### config.mk
export PLATFORM = sky130hd
export DESIGN_NAME = substring_first_match_search_unit_flat
export DESIGN_NICKNAME = d
export VERILOG_FILES = /design/src/sfms_pkg.sv /design/src/sfms_if.sv /design/src/sfms_front.sv /design/src/sfms_queue.sv /design/src/sfms_back.sv /design/src/substring_first_match_search_unit.sv /design/src/flat_wrapper.sv
export SDC_FILE = /design/constraint.sdc
export NUM_CORES = 2
export LEC_CHECK = 0
export BUFFER_PORTS_ARGS = -buffer_cell sky130_fd_sc_hd__buf_2
export CORE_MARGIN = 2
export CORE_UTILIZATION = 30
export DETAILED_ROUTE_END_ITERATION = 12
export PLACE_DENSITY = 0.4
export SLEW_MARGIN = 40
export SYNTH_ARGS = -nofsm -noshare
export SYNTH_HDL_FRONTEND = slang
export SYNTH_SLANG_ARGS = --single-unit
### constraint.sdc
create_clock -name clk_i -period 8.61 [get_ports clk_i]
set_input_delay 0.4305 -clock clk_i [delete_from_list [all_inputs] [get_ports clk_i]]
set_output_delay 0.4305 -clock clk_i [all_outputs]
set_load 0.02 [all_outputs]
### src/sfms_pkg.sv
`timescale 1ns / 1ps
`default_nettype none

package sfms_pkg;

  // pattern window geometry
  localparam int unsigned PAT_MAX   = 32;
  localparam int unsigned BYTE_W    = 8;
  localparam int unsigned PAT_BITS  = PAT_MAX * BYTE_W;
  localparam int unsigned LEN_W     = $clog2(PAT_MAX + 1);
  localparam int unsigned LEN_REG_W = 6;

  // haystack offsets
  localparam int unsigned OFFSET_W = 16;
  localparam logic [OFFSET_W-1:0] OFFSET_MAX = {OFFSET_W{1'b1}};

  // configuration port
  localparam int unsigned CFG_W     = 64;
  localparam int unsigned CFG_IDX_W = 3;
  localparam int unsigned PAT_WORDS = 4;

  // front to back queue geometry, depth a power of two
  localparam int unsigned Q_DEPTH = 2;
  localparam int unsigned Q_PTR_W = $clog2(Q_DEPTH);
  localparam int unsigned Q_CNT_W = $clog2(Q_DEPTH + 1);

  typedef enum logic [CFG_IDX_W-1:0] {
    CFG_PAT_WORD_0 = 3'd0,
    CFG_PAT_WORD_1 = 3'd1,
    CFG_PAT_WORD_2 = 3'd2,
    CFG_PAT_WORD_3 = 3'd3,
    CFG_PAT_LENGTH = 3'd4,
    CFG_START_OFS  = 3'd5
  } cfg_idx_e;

  // live configuration
  typedef struct packed {
    logic [PAT_BITS-1:0]  pattern;
    logic [LEN_REG_W-1:0] length;
    logic [OFFSET_W-1:0]  start;
  } cfg_t;

  // one classified byte travelling from front to back
  typedef struct packed {
    logic [BYTE_W-1:0]   data_byte;
    logic                last_byte;
    logic                cand;
    logic                len_zero;
    logic                was_sat;
    logic [LEN_W-1:0]    len;
    logic [OFFSET_W-1:0] offset;
  } item_t;

  // queue handshake between front and back
  typedef struct packed {
    logic  push;
    item_t item;
  } q_push_t;

  typedef struct packed {
    logic  valid;
    logic  full;
    item_t item;
  } q_stat_t;

endpackage

`default_nettype wire

### src/sfms_if.sv
`timescale 1ns / 1ps
`default_nettype none

// haystack byte channel
interface sfms_in_if;
  import sfms_pkg::*;
  logic              valid;
  logic              ready;
  logic [BYTE_W-1:0] data_byte;
  logic              last_byte;

  modport source (output valid, output data_byte, output last_byte, input ready);
  modport sink   (input valid, input data_byte, input last_byte, output ready);
endinterface

// search result channel
interface sfms_out_if;
  import sfms_pkg::*;
  logic                valid;
  logic                ready;
  logic                found;
  logic [OFFSET_W-1:0] match_offset;
  logic                too_long;

  modport source (output valid, output found, output match_offset, output too_long,
                  input ready);
  modport sink   (input valid, input found, input match_offset, input too_long,
                  output ready);
endinterface

`default_nettype wire

### src/sfms_front.sv
`timescale 1ns / 1ps
`default_nettype none

module sfms_front (
  input  wire logic            clk_i,
  input  wire logic            rst_ni,
  input  wire sfms_pkg::cfg_t  cfg_i,
  sfms_in_if.sink              in_if,
  input  wire sfms_pkg::q_stat_t q_stat_i,
  output sfms_pkg::q_push_t    q_push_o
);
  import sfms_pkg::*;

  logic [OFFSET_W-1:0] pos_q, pos_d;
  logic                sat_q, sat_d;
  logic                accept;
  logic [LEN_W-1:0]    len;
  logic [OFFSET_W:0]   end_pos;
  logic [OFFSET_W:0]   begin_pos;
  logic                fits;
  item_t               item;

  assign in_if.ready = !q_stat_i.full;
  assign accept      = in_if.valid && !q_stat_i.full;

  // clamp the pattern length to the window size
  always_comb begin
    if (cfg_i.length > LEN_REG_W'(PAT_MAX)) begin
      len = LEN_W'(PAT_MAX);
    end else begin
      len = LEN_W'(cfg_i.length);
    end
  end

  // candidate match that ends on this byte
  assign end_pos   = {1'b0, pos_q} + (OFFSET_W+1)'(1);
  assign begin_pos = end_pos - (OFFSET_W+1)'(len);
  assign fits      = (end_pos >= (OFFSET_W+1)'(len)) &&
                     (begin_pos >= {1'b0, cfg_i.start});

  always_comb begin
    item.data_byte = in_if.data_byte;
    item.last_byte = in_if.last_byte;
    item.len_zero  = (len == '0);
    item.was_sat   = sat_q;
    item.len       = len;
    if (len == '0) begin
      item.cand   = !sat_q && (pos_q == '0);
      item.offset = cfg_i.start;
    end else begin
      item.cand   = !sat_q && fits;
      item.offset = begin_pos[OFFSET_W-1:0];
    end
  end

  assign q_push_o.push = accept;
  assign q_push_o.item = item;

  // position counter with saturation, cleared at end of haystack
  always_comb begin
    pos_d = pos_q;
    sat_d = sat_q;
    if (accept) begin
      if (in_if.last_byte) begin
        pos_d = '0;
        sat_d = 1'b0;
      end else if (!sat_q) begin
        if (pos_q == OFFSET_MAX) begin
          sat_d = 1'b1;
        end else begin
          pos_d = pos_q + OFFSET_W'(1);
        end
      end
    end
  end

  always_ff @(posedge clk_i or negedge rst_ni) begin
    if (!rst_ni) begin
      pos_q <= '0;
      sat_q <= 1'b0;
    end else begin
      pos_q <= pos_d;
      sat_q <= sat_d;
    end
  end

endmodule

`default_nettype wire

### src/sfms_queue.sv
`timescale 1ns / 1ps
`default_nettype none

module sfms_queue (
  input  wire logic              clk_i,
  input  wire logic              rst_ni,
  input  wire sfms_pkg::q_push_t q_push_i,
  input  wire logic              pop_i,
  output sfms_pkg::q_stat_t      q_stat_o
);
  import sfms_pkg::*;

  item_t              ent_q [Q_DEPTH];
  logic [Q_PTR_W-1:0] wr_ptr_q, rd_ptr_q;
  logic [Q_CNT_W-1:0] cnt_q, cnt_d;
  logic               do_pop;

  assign do_pop = pop_i && (cnt_q != '0);

  assign q_stat_o.valid = (cnt_q != '0);
  assign q_stat_o.full  = (cnt_q == Q_CNT_W'(Q_DEPTH));
  assign q_stat_o.item  = ent_q[rd_ptr_q];

  // occupancy
  always_comb begin
    cnt_d = cnt_q;
    if (q_push_i.push && !do_pop) begin
      cnt_d = cnt_q + Q_CNT_W'(1);
    end else if (!q_push_i.push && do_pop) begin
      cnt_d = cnt_q - Q_CNT_W'(1);
    end
  end

  always_ff @(posedge clk_i or negedge rst_ni) begin
    if (!rst_ni) begin
      wr_ptr_q <= '0;
      rd_ptr_q <= '0;
      cnt_q    <= '0;
    end else begin
      cnt_q <= cnt_d;
      if (q_push_i.push) begin
        wr_ptr_q <= wr_ptr_q + Q_PTR_W'(1);
      end
      if (do_pop) begin
        rd_ptr_q <= rd_ptr_q + Q_PTR_W'(1);
      end
    end
  end

  // entry storage
  always_ff @(posedge clk_i) begin
    if (q_push_i.push) begin
      ent_q[wr_ptr_q] <= q_push_i.item;
    end
  end

endmodule

`default_nettype wire

### src/sfms_back.sv
`timescale 1ns / 1ps
`default_nettype none

module sfms_back (
  input  wire logic              clk_i,
  input  wire logic              rst_ni,
  input  wire sfms_pkg::cfg_t    cfg_i,
  input  wire sfms_pkg::q_stat_t q_stat_i,
  output logic                   pop_o,
  sfms_out_if.source             out_if
);
  import sfms_pkg::*;

  logic [PAT_BITS-1:0] win_q;
  logic [PAT_BITS-1:0] win_next;
  logic [PAT_BITS-1:0] pat_rev;
  logic [PAT_BITS-1:0] pat_aligned;
  logic [LEN_W-1:0]    shift_bytes;
  logic [PAT_MAX-1:0]  byte_ok;
  logic                reported_q;
  logic                hit;
  logic                miss;
  logic                emit;
  item_t               it;

  logic                out_valid_q;
  logic                found_q;
  logic [OFFSET_W-1:0] offset_q;
  logic                too_long_q;

  assign it    = q_stat_i.item;
  assign pop_o = q_stat_i.valid && (!out_valid_q || out_if.ready);

  // newest byte enters at byte 0
  assign win_next = {win_q[PAT_BITS-BYTE_W-1:0], it.data_byte};

  // pattern reversed so byte i of the window lines up with pattern byte len-1-i
  always_comb begin
    for (int j = 0; j < PAT_MAX; j++) begin
      pat_rev[j*BYTE_W +: BYTE_W] = cfg_i.pattern[(PAT_MAX-1-j)*BYTE_W +: BYTE_W];
    end
  end

  assign shift_bytes = LEN_W'(PAT_MAX) - it.len;
  assign pat_aligned = pat_rev >> ({3'b000, shift_bytes} * (LEN_W+3)'(BYTE_W));

  // parallel byte compare over the active part of the window
  always_comb begin
    for (int i = 0; i < PAT_MAX; i++) begin
      byte_ok[i] = (LEN_W'(i) >= it.len) ||
                   (win_next[i*BYTE_W +: BYTE_W] == pat_aligned[i*BYTE_W +: BYTE_W]);
    end
  end

  assign hit  = it.cand && !reported_q && (it.len_zero || (&byte_ok));
  assign miss = it.last_byte && !reported_q && !hit;
  assign emit = hit || miss;

  // window shift
  always_ff @(posedge clk_i) begin
    if (pop_o) begin
      win_q <= win_next;
    end
  end

  // per-haystack result bookkeeping
  always_ff @(posedge clk_i or negedge rst_ni) begin
    if (!rst_ni) begin
      reported_q <= 1'b0;
    end else if (pop_o) begin
      if (it.last_byte) begin
        reported_q <= 1'b0;
      end else if (hit) begin
        reported_q <= 1'b1;
      end
    end
  end

  // output register
  always_ff @(posedge clk_i or negedge rst_ni) begin
    if (!rst_ni) begin
      out_valid_q <= 1'b0;
    end else if (pop_o && emit) begin
      out_valid_q <= 1'b1;
    end else if (out_if.ready) begin
      out_valid_q <= 1'b0;
    end
  end

  always_ff @(posedge clk_i) begin
    if (pop_o && emit) begin
      found_q    <= hit;
      offset_q   <= hit ? it.offset : '0;
      too_long_q <= hit ? 1'b0 : it.was_sat;
    end
  end

  assign out_if.valid        = out_valid_q;
  assign out_if.found        = found_q;
  assign out_if.match_offset = offset_q;
  assign out_if.too_long     = too_long_q;

endmodule

`default_nettype wire

### src/substring_first_match_search_unit.sv
`timescale 1ns / 1ps
`default_nettype none

// Streaming first-match substring search. Haystack bytes are taken one per
// clock while the queue has room; the block reports the lowest offset at
// or after start_offset where the pattern (up to 32 bytes, set by
// pattern_length) lies wholly in the haystack, with one result transaction
// per haystack: at the first match or, with found clear, on the last byte.
// A zero-length pattern reports start_offset on the first byte. Offsets
// saturate at 65535 and later bytes never match; too_long then marks the
// not-found result. Throughput is one byte per cycle while the output is
// not stalled, set by the combinational window compare in the back end;
// the front classifies each byte combinationally into the two-entry queue,
// and the back compare loads the output register when it pops the entry.
// Write the configuration registers only while no bytes are in flight.
module substring_first_match_search_unit (
  input  wire logic                           clk_i,
  input  wire logic                           rst_ni,
  input  wire logic                           cfg_we_i,
  input  wire logic [sfms_pkg::CFG_IDX_W-1:0] cfg_index_i,
  input  wire logic [sfms_pkg::CFG_W-1:0]     cfg_data_i,
  sfms_in_if.sink                             in_if,
  sfms_out_if.source                          out_if
);
  import sfms_pkg::*;

  cfg_t    cfg_q;
  q_push_t q_push;
  q_stat_t q_stat;
  logic    pop;

  // configuration registers
  always_ff @(posedge clk_i or negedge rst_ni) begin
    if (!rst_ni) begin
      cfg_q <= '0;
    end else if (cfg_we_i) begin
      unique case (cfg_idx_e'(cfg_index_i))
        CFG_PAT_WORD_0: cfg_q.pattern[0*CFG_W +: CFG_W] <= cfg_data_i;
        CFG_PAT_WORD_1: cfg_q.pattern[1*CFG_W +: CFG_W] <= cfg_data_i;
        CFG_PAT_WORD_2: cfg_q.pattern[2*CFG_W +: CFG_W] <= cfg_data_i;
        CFG_PAT_WORD_3: cfg_q.pattern[3*CFG_W +: CFG_W] <= cfg_data_i;
        CFG_PAT_LENGTH: cfg_q.length <= cfg_data_i[LEN_REG_W-1:0];
        CFG_START_OFS:  cfg_q.start  <= cfg_data_i[OFFSET_W-1:0];
        default: ;
      endcase
    end
  end

  sfms_front u_front (
    .clk_i    (clk_i),
    .rst_ni   (rst_ni),
    .cfg_i    (cfg_q),
    .in_if    (in_if),
    .q_stat_i (q_stat),
    .q_push_o (q_push)
  );

  sfms_queue u_queue (
    .clk_i    (clk_i),
    .rst_ni   (rst_ni),
    .q_push_i (q_push),
    .pop_i    (pop),
    .q_stat_o (q_stat)
  );

  sfms_back u_back (
    .clk_i    (clk_i),
    .rst_ni   (rst_ni),
    .cfg_i    (cfg_q),
    .q_stat_i (q_stat),
    .pop_o    (pop),
    .out_if   (out_if)
  );

endmodule

`default_nettype wire
### src/flat_wrapper.sv
// flat-port wrapper written by rule: the top's interface ports become plain ports
module substring_first_match_search_unit_flat import sfms_pkg::*;
  (clk_i, rst_ni, cfg_we_i, cfg_index_i, cfg_data_i, in_if_valid, in_if_data_byte, in_if_last_byte, in_if_ready, out_if_valid, out_if_found, out_if_match_offset, out_if_too_long, out_if_ready);
  sfms_in_if in_if_i ();
  sfms_out_if out_if_i ();
  input  wire logic clk_i;
  input  wire logic rst_ni;
  input  wire logic cfg_we_i;
  input  wire logic [sfms_pkg::CFG_IDX_W-1:0] cfg_index_i;
  input  wire logic [sfms_pkg::CFG_W-1:0] cfg_data_i;
  input wire logic [$bits(in_if_i.valid)-1:0] in_if_valid;
  input wire logic [$bits(in_if_i.data_byte)-1:0] in_if_data_byte;
  input wire logic [$bits(in_if_i.last_byte)-1:0] in_if_last_byte;
  output wire logic [$bits(in_if_i.ready)-1:0] in_if_ready;
  output wire logic [$bits(out_if_i.valid)-1:0] out_if_valid;
  output wire logic [$bits(out_if_i.found)-1:0] out_if_found;
  output wire logic [$bits(out_if_i.match_offset)-1:0] out_if_match_offset;
  output wire logic [$bits(out_if_i.too_long)-1:0] out_if_too_long;
  input wire logic [$bits(out_if_i.ready)-1:0] out_if_ready;
  assign in_if_i.valid = in_if_valid;
  assign in_if_i.data_byte = in_if_data_byte;
  assign in_if_i.last_byte = in_if_last_byte;
  assign in_if_ready = in_if_i.ready;
  assign out_if_valid = out_if_i.valid;
  assign out_if_found = out_if_i.found;
  assign out_if_match_offset = out_if_i.match_offset;
  assign out_if_too_long = out_if_i.too_long;
  assign out_if_i.ready = out_if_ready;
  substring_first_match_search_unit u_core (.clk_i(clk_i), .rst_ni(rst_ni), .cfg_we_i(cfg_we_i), .cfg_index_i(cfg_index_i), .cfg_data_i(cfg_data_i), .in_if(in_if_i), .out_if(out_if_i));
endmodule
==> impl_metrics.tcl <==
set metrics [dict create \
    status "complete, no violations" \
    cp_max_fo 38 \
    seq_area_frac_synth_pct 39.6 \
    clock_latency_ns 0.75 \
    drt-initial-drc-count 5352 \
    layout-drive-gt1-share_pct 25.8 \
    synth-xor-area-share_pct 3.02 \
    port_buffers 100 \
    grt_max_degree 139 \
    worstHoldStart "cfg_data_i[10]" \
    cp.arrival_ns 8.16 \
    reg2reg_from "u_core.u_queue.rd_ptr_q" \
    dr.pass1.iters 7 \
    root_buffer "clkbuf_16" \
    layout_min_cycle_time_ns 7.74 \
    worst-endpoint-required_ns 9.03 \
    crit_start "u_core.u_queue.rd_ptr_q" \
    max_cap_violations 0 \
    critPathMaxStageDelay_ns 1.04 \
    synthDistinctLibCells 105 \
    synth_top_family_by_area "multiplexers" \
    syn_area_per_cell_um2 11.0 \
    final_cell_mix "mux2i_1, mux2_2, edfxtp_1" \
    setup_viol 0 \
    holdCritPathClass "in2reg" \
    hpwl_mm 209 \
    path_cells "mux2i_1 -> ha_4 -> or4b_2 -> nand3_1 -> nand4_1 -> nor2_1 -> buf_4 -> a211oi_2 -> xnor2_1 -> or4_1 -> o22ai_1 -> o2111ai_1 -> nor4b_2 -> buf_4 -> a21oi_1 -> nor2_1 -> buf_4" \
    worst_slew_pin_slew_ns 1.08 \
    fin_worst_skew_ns 0.0560 \
    avgViaCountPerCell 6.43 \
    min_period_over_period_pct 89.9 \
    pin_count 101 \
    syn_inst 4041 \
    wl_mm 266 \
    worstSetupStartpointType "flip-flop" \
    final_common_cell "mux2i_1" \
    cts_resized 0 \
    gp_congestion 1.07 \
    synth-simple-area-share_pct 11.5 \
    clkTransAtPathRegs_ns 0.06 \
    layout.area.seq_um2 17600 \
    synthArstFlopShare_pct 47.4 \
    cts_tree "done" \
    clockBufferDepth 3 \
    endpoint_kind "flip-flop" \
    multi_input_area_um2 25500 \
    grt_pass1_wl_mm 352 \
    cts.sink_count 635 \
    final_net_count 4292 \
    drc_errors 0 \
    grt_pass1_vias 37302 \
    synth_compound_area_share_pct 14.5 \
    overflow 0 \
    wl_per_cell_um 43.0 \
    tns_ns 0 \
    final_util_pct 34.8 \
    die_h_um 388 \
    synthMuxAreaShare_pct 26.6 \
    synth_nets 4151 \
    h-tree-depth 3 \
    rsz0062_at_grt "false" \
    start_util_pct 30.1 \
    synth_fa_ha_area_share_pct 0.835 \
    synth_area_um2 44300 \
    synthToLayoutAreaGrowth_pct 15.6 \
    slew-limit-headroom_pct 27.9 \
    rows 141 \
    drv_slew 0 \
    coreArea_um2 147000 \
    vias 39777 \
    critical_path.most_common_cell "buf_4" \
    grt_antenna_before_repair 40 \
    hold_viol 0 \
    numCtsBuffers 81 \
    nFillCells 14756 \
    crit_type "reg2reg" \
    r2r_slack_ns 0.87 \
    synth-seq-cells 635 \
    ant_nets 0 \
    track_usage_pct 34.4 \
    synth-edff-count 334 \
    synth_flop_cell "edfxtp_1" \
    slowest_stage "nor2_1" \
    synth_warnings 0 \
    max_freq_ghz 0.129 \
    dieArea_um2 151000 \
    die_x_um 388 \
]
[cell usage after synthesis, types with 20 or more instances]
master      n  share of area, %
mux2i_1   405               9.1
mux2_2    368               9.3
edfxtp_1  334                23
nand2_1   324               2.7
dfrtp_1   301                17
nor2_1    196               1.7
a21oi_1   179               2.0
mux4_2    156               7.9
o21ai_0   151               1.7
clkbuf_1  128               1.1
nand3_1   109               1.2
xnor2_1    88               1.7
buf_2      87              0.98
inv_1      76              0.64
xor2_1     62               1.2
o22ai_1    61              0.86
nor3_1     60              0.68
nand2b_1   52              0.73
a22oi_1    43              0.73
a211oi_1   42              0.71
a32oi_1    39              0.77
buf_4      39              0.66
nor4_1     39              0.55
a31oi_1    38              0.54
nand4_1    33              0.47
ha_1       28              0.79
o211ai_1   28              0.47
o32ai_1    28              0.55
nor2b_1    25              0.35
o221ai_1   23              0.45
and3_1     21              0.30
buf_1      21              0.18
a21o_1     20              0.34
o21a_1     20              0.34
[critical path, delay by kind of cell (launching register included)]
family / cells / cell delay, ns
DFF: 1 / 0.44
xor gates and xnor gates: 1 / 0.18
and+or+nand+nor: 7 / 4.07
adders and majority gates: 1 / 0.61
muxes: 1 / 0.48
AOI/OAI and AO/OA: 4 / 0.75
buffers and inverters: 3 / 0.90
[metal layers]
metal	track usage, %	routed length, um	vias up
met5	0	170	-
met4	16.5	15000	24
met3	9.31	26000	572
met2	49.2	110000	2294
met1	47.9	115000	20803
li1	-	-	16084
[state kept, by name (all words and copies together) (netlist names), 2 cells and up]
| register | count |
|---|---|
| u_core.u_back.win_q | 248 |
| u_core.u_queue.ent_q | 68 |
| u_core.cfg_q | 278 |
| u_core.u_front.pos_q | 16 |
| u_core.u_back.out_if.match_offset | 16 |
| u_core.u_queue.cnt_q | 2 |
[path summary, 6_finish.rpt]
kind | depth (start not counted) | end
setup / recovery | 17 | u_core.u_back.out_if.match_offset[15]
hold / removal | 2 | u_core.cfg_q[224]
setup reg to reg | 17 | u_core.u_back.out_if.match_offset[15]
hold reg to reg | 0 | u_core.u_back.win_q[18]
max in group asynchronous | 4 | u_core.u_back.reported_q
min in group asynchronous | 2 | u_core.cfg_q[115]
[repair_timing]
| action | in CTS | in global routing |
|---|---|---|
| hold buffers | 39 | 0 |
| hold endpoints to repair | 177 | 0 |
| setup buffers | 0 | 0 |
[final cells by class]
class / instances / area share (%)
flip-flops and latches: 635 / 34.3
clock inverters: 45 / 1.23
clock buffers: 101 / 4.28
multi-input cells: 3038 / 49.7
diodes: 8 / 0.0390
repair buffers: 348 / 5.19
inverters: 78 / 0.620
well taps: 1930 / 4.71
[through the flow]
step / hold slack, ns / setup slack [ns] / std cells / area, um^2
6_report: 0.0331 / 0.867 / 6183 / 51300
5_1_grt: 0.0438 / 0.980 / 6175 / 51200
4_1_cts: 0.00194 / 1.19 / 6173 / 51200
3_5_place_dp: 0.353 / 1.19 / 5988 / 48000
3_3_place_gp: 0.355 / 0.900 / 5984 / 47700
2_1_floorplan: 0.135 / 0.948 / 4041 / 44300
[kinds of logic (layout without fill, tap and decap cells)]
kind of cell / count (synthesis) / after routing
and+or+nand+nor: 1007 / 1007
AOI/OAI and AO/OA: 916 / 916
other: 0 / 8
buffers and inverters: 368 / 572
adders and majority gates: 29 / 29
DFF: 635 / 635
xor gates and xnor gates: 151 / 151
muxes: 935 / 935
Power is left out: the tool's default activity adds up to more than one toggle a clock period on the data nets, which glitch-free logic cannot reach.
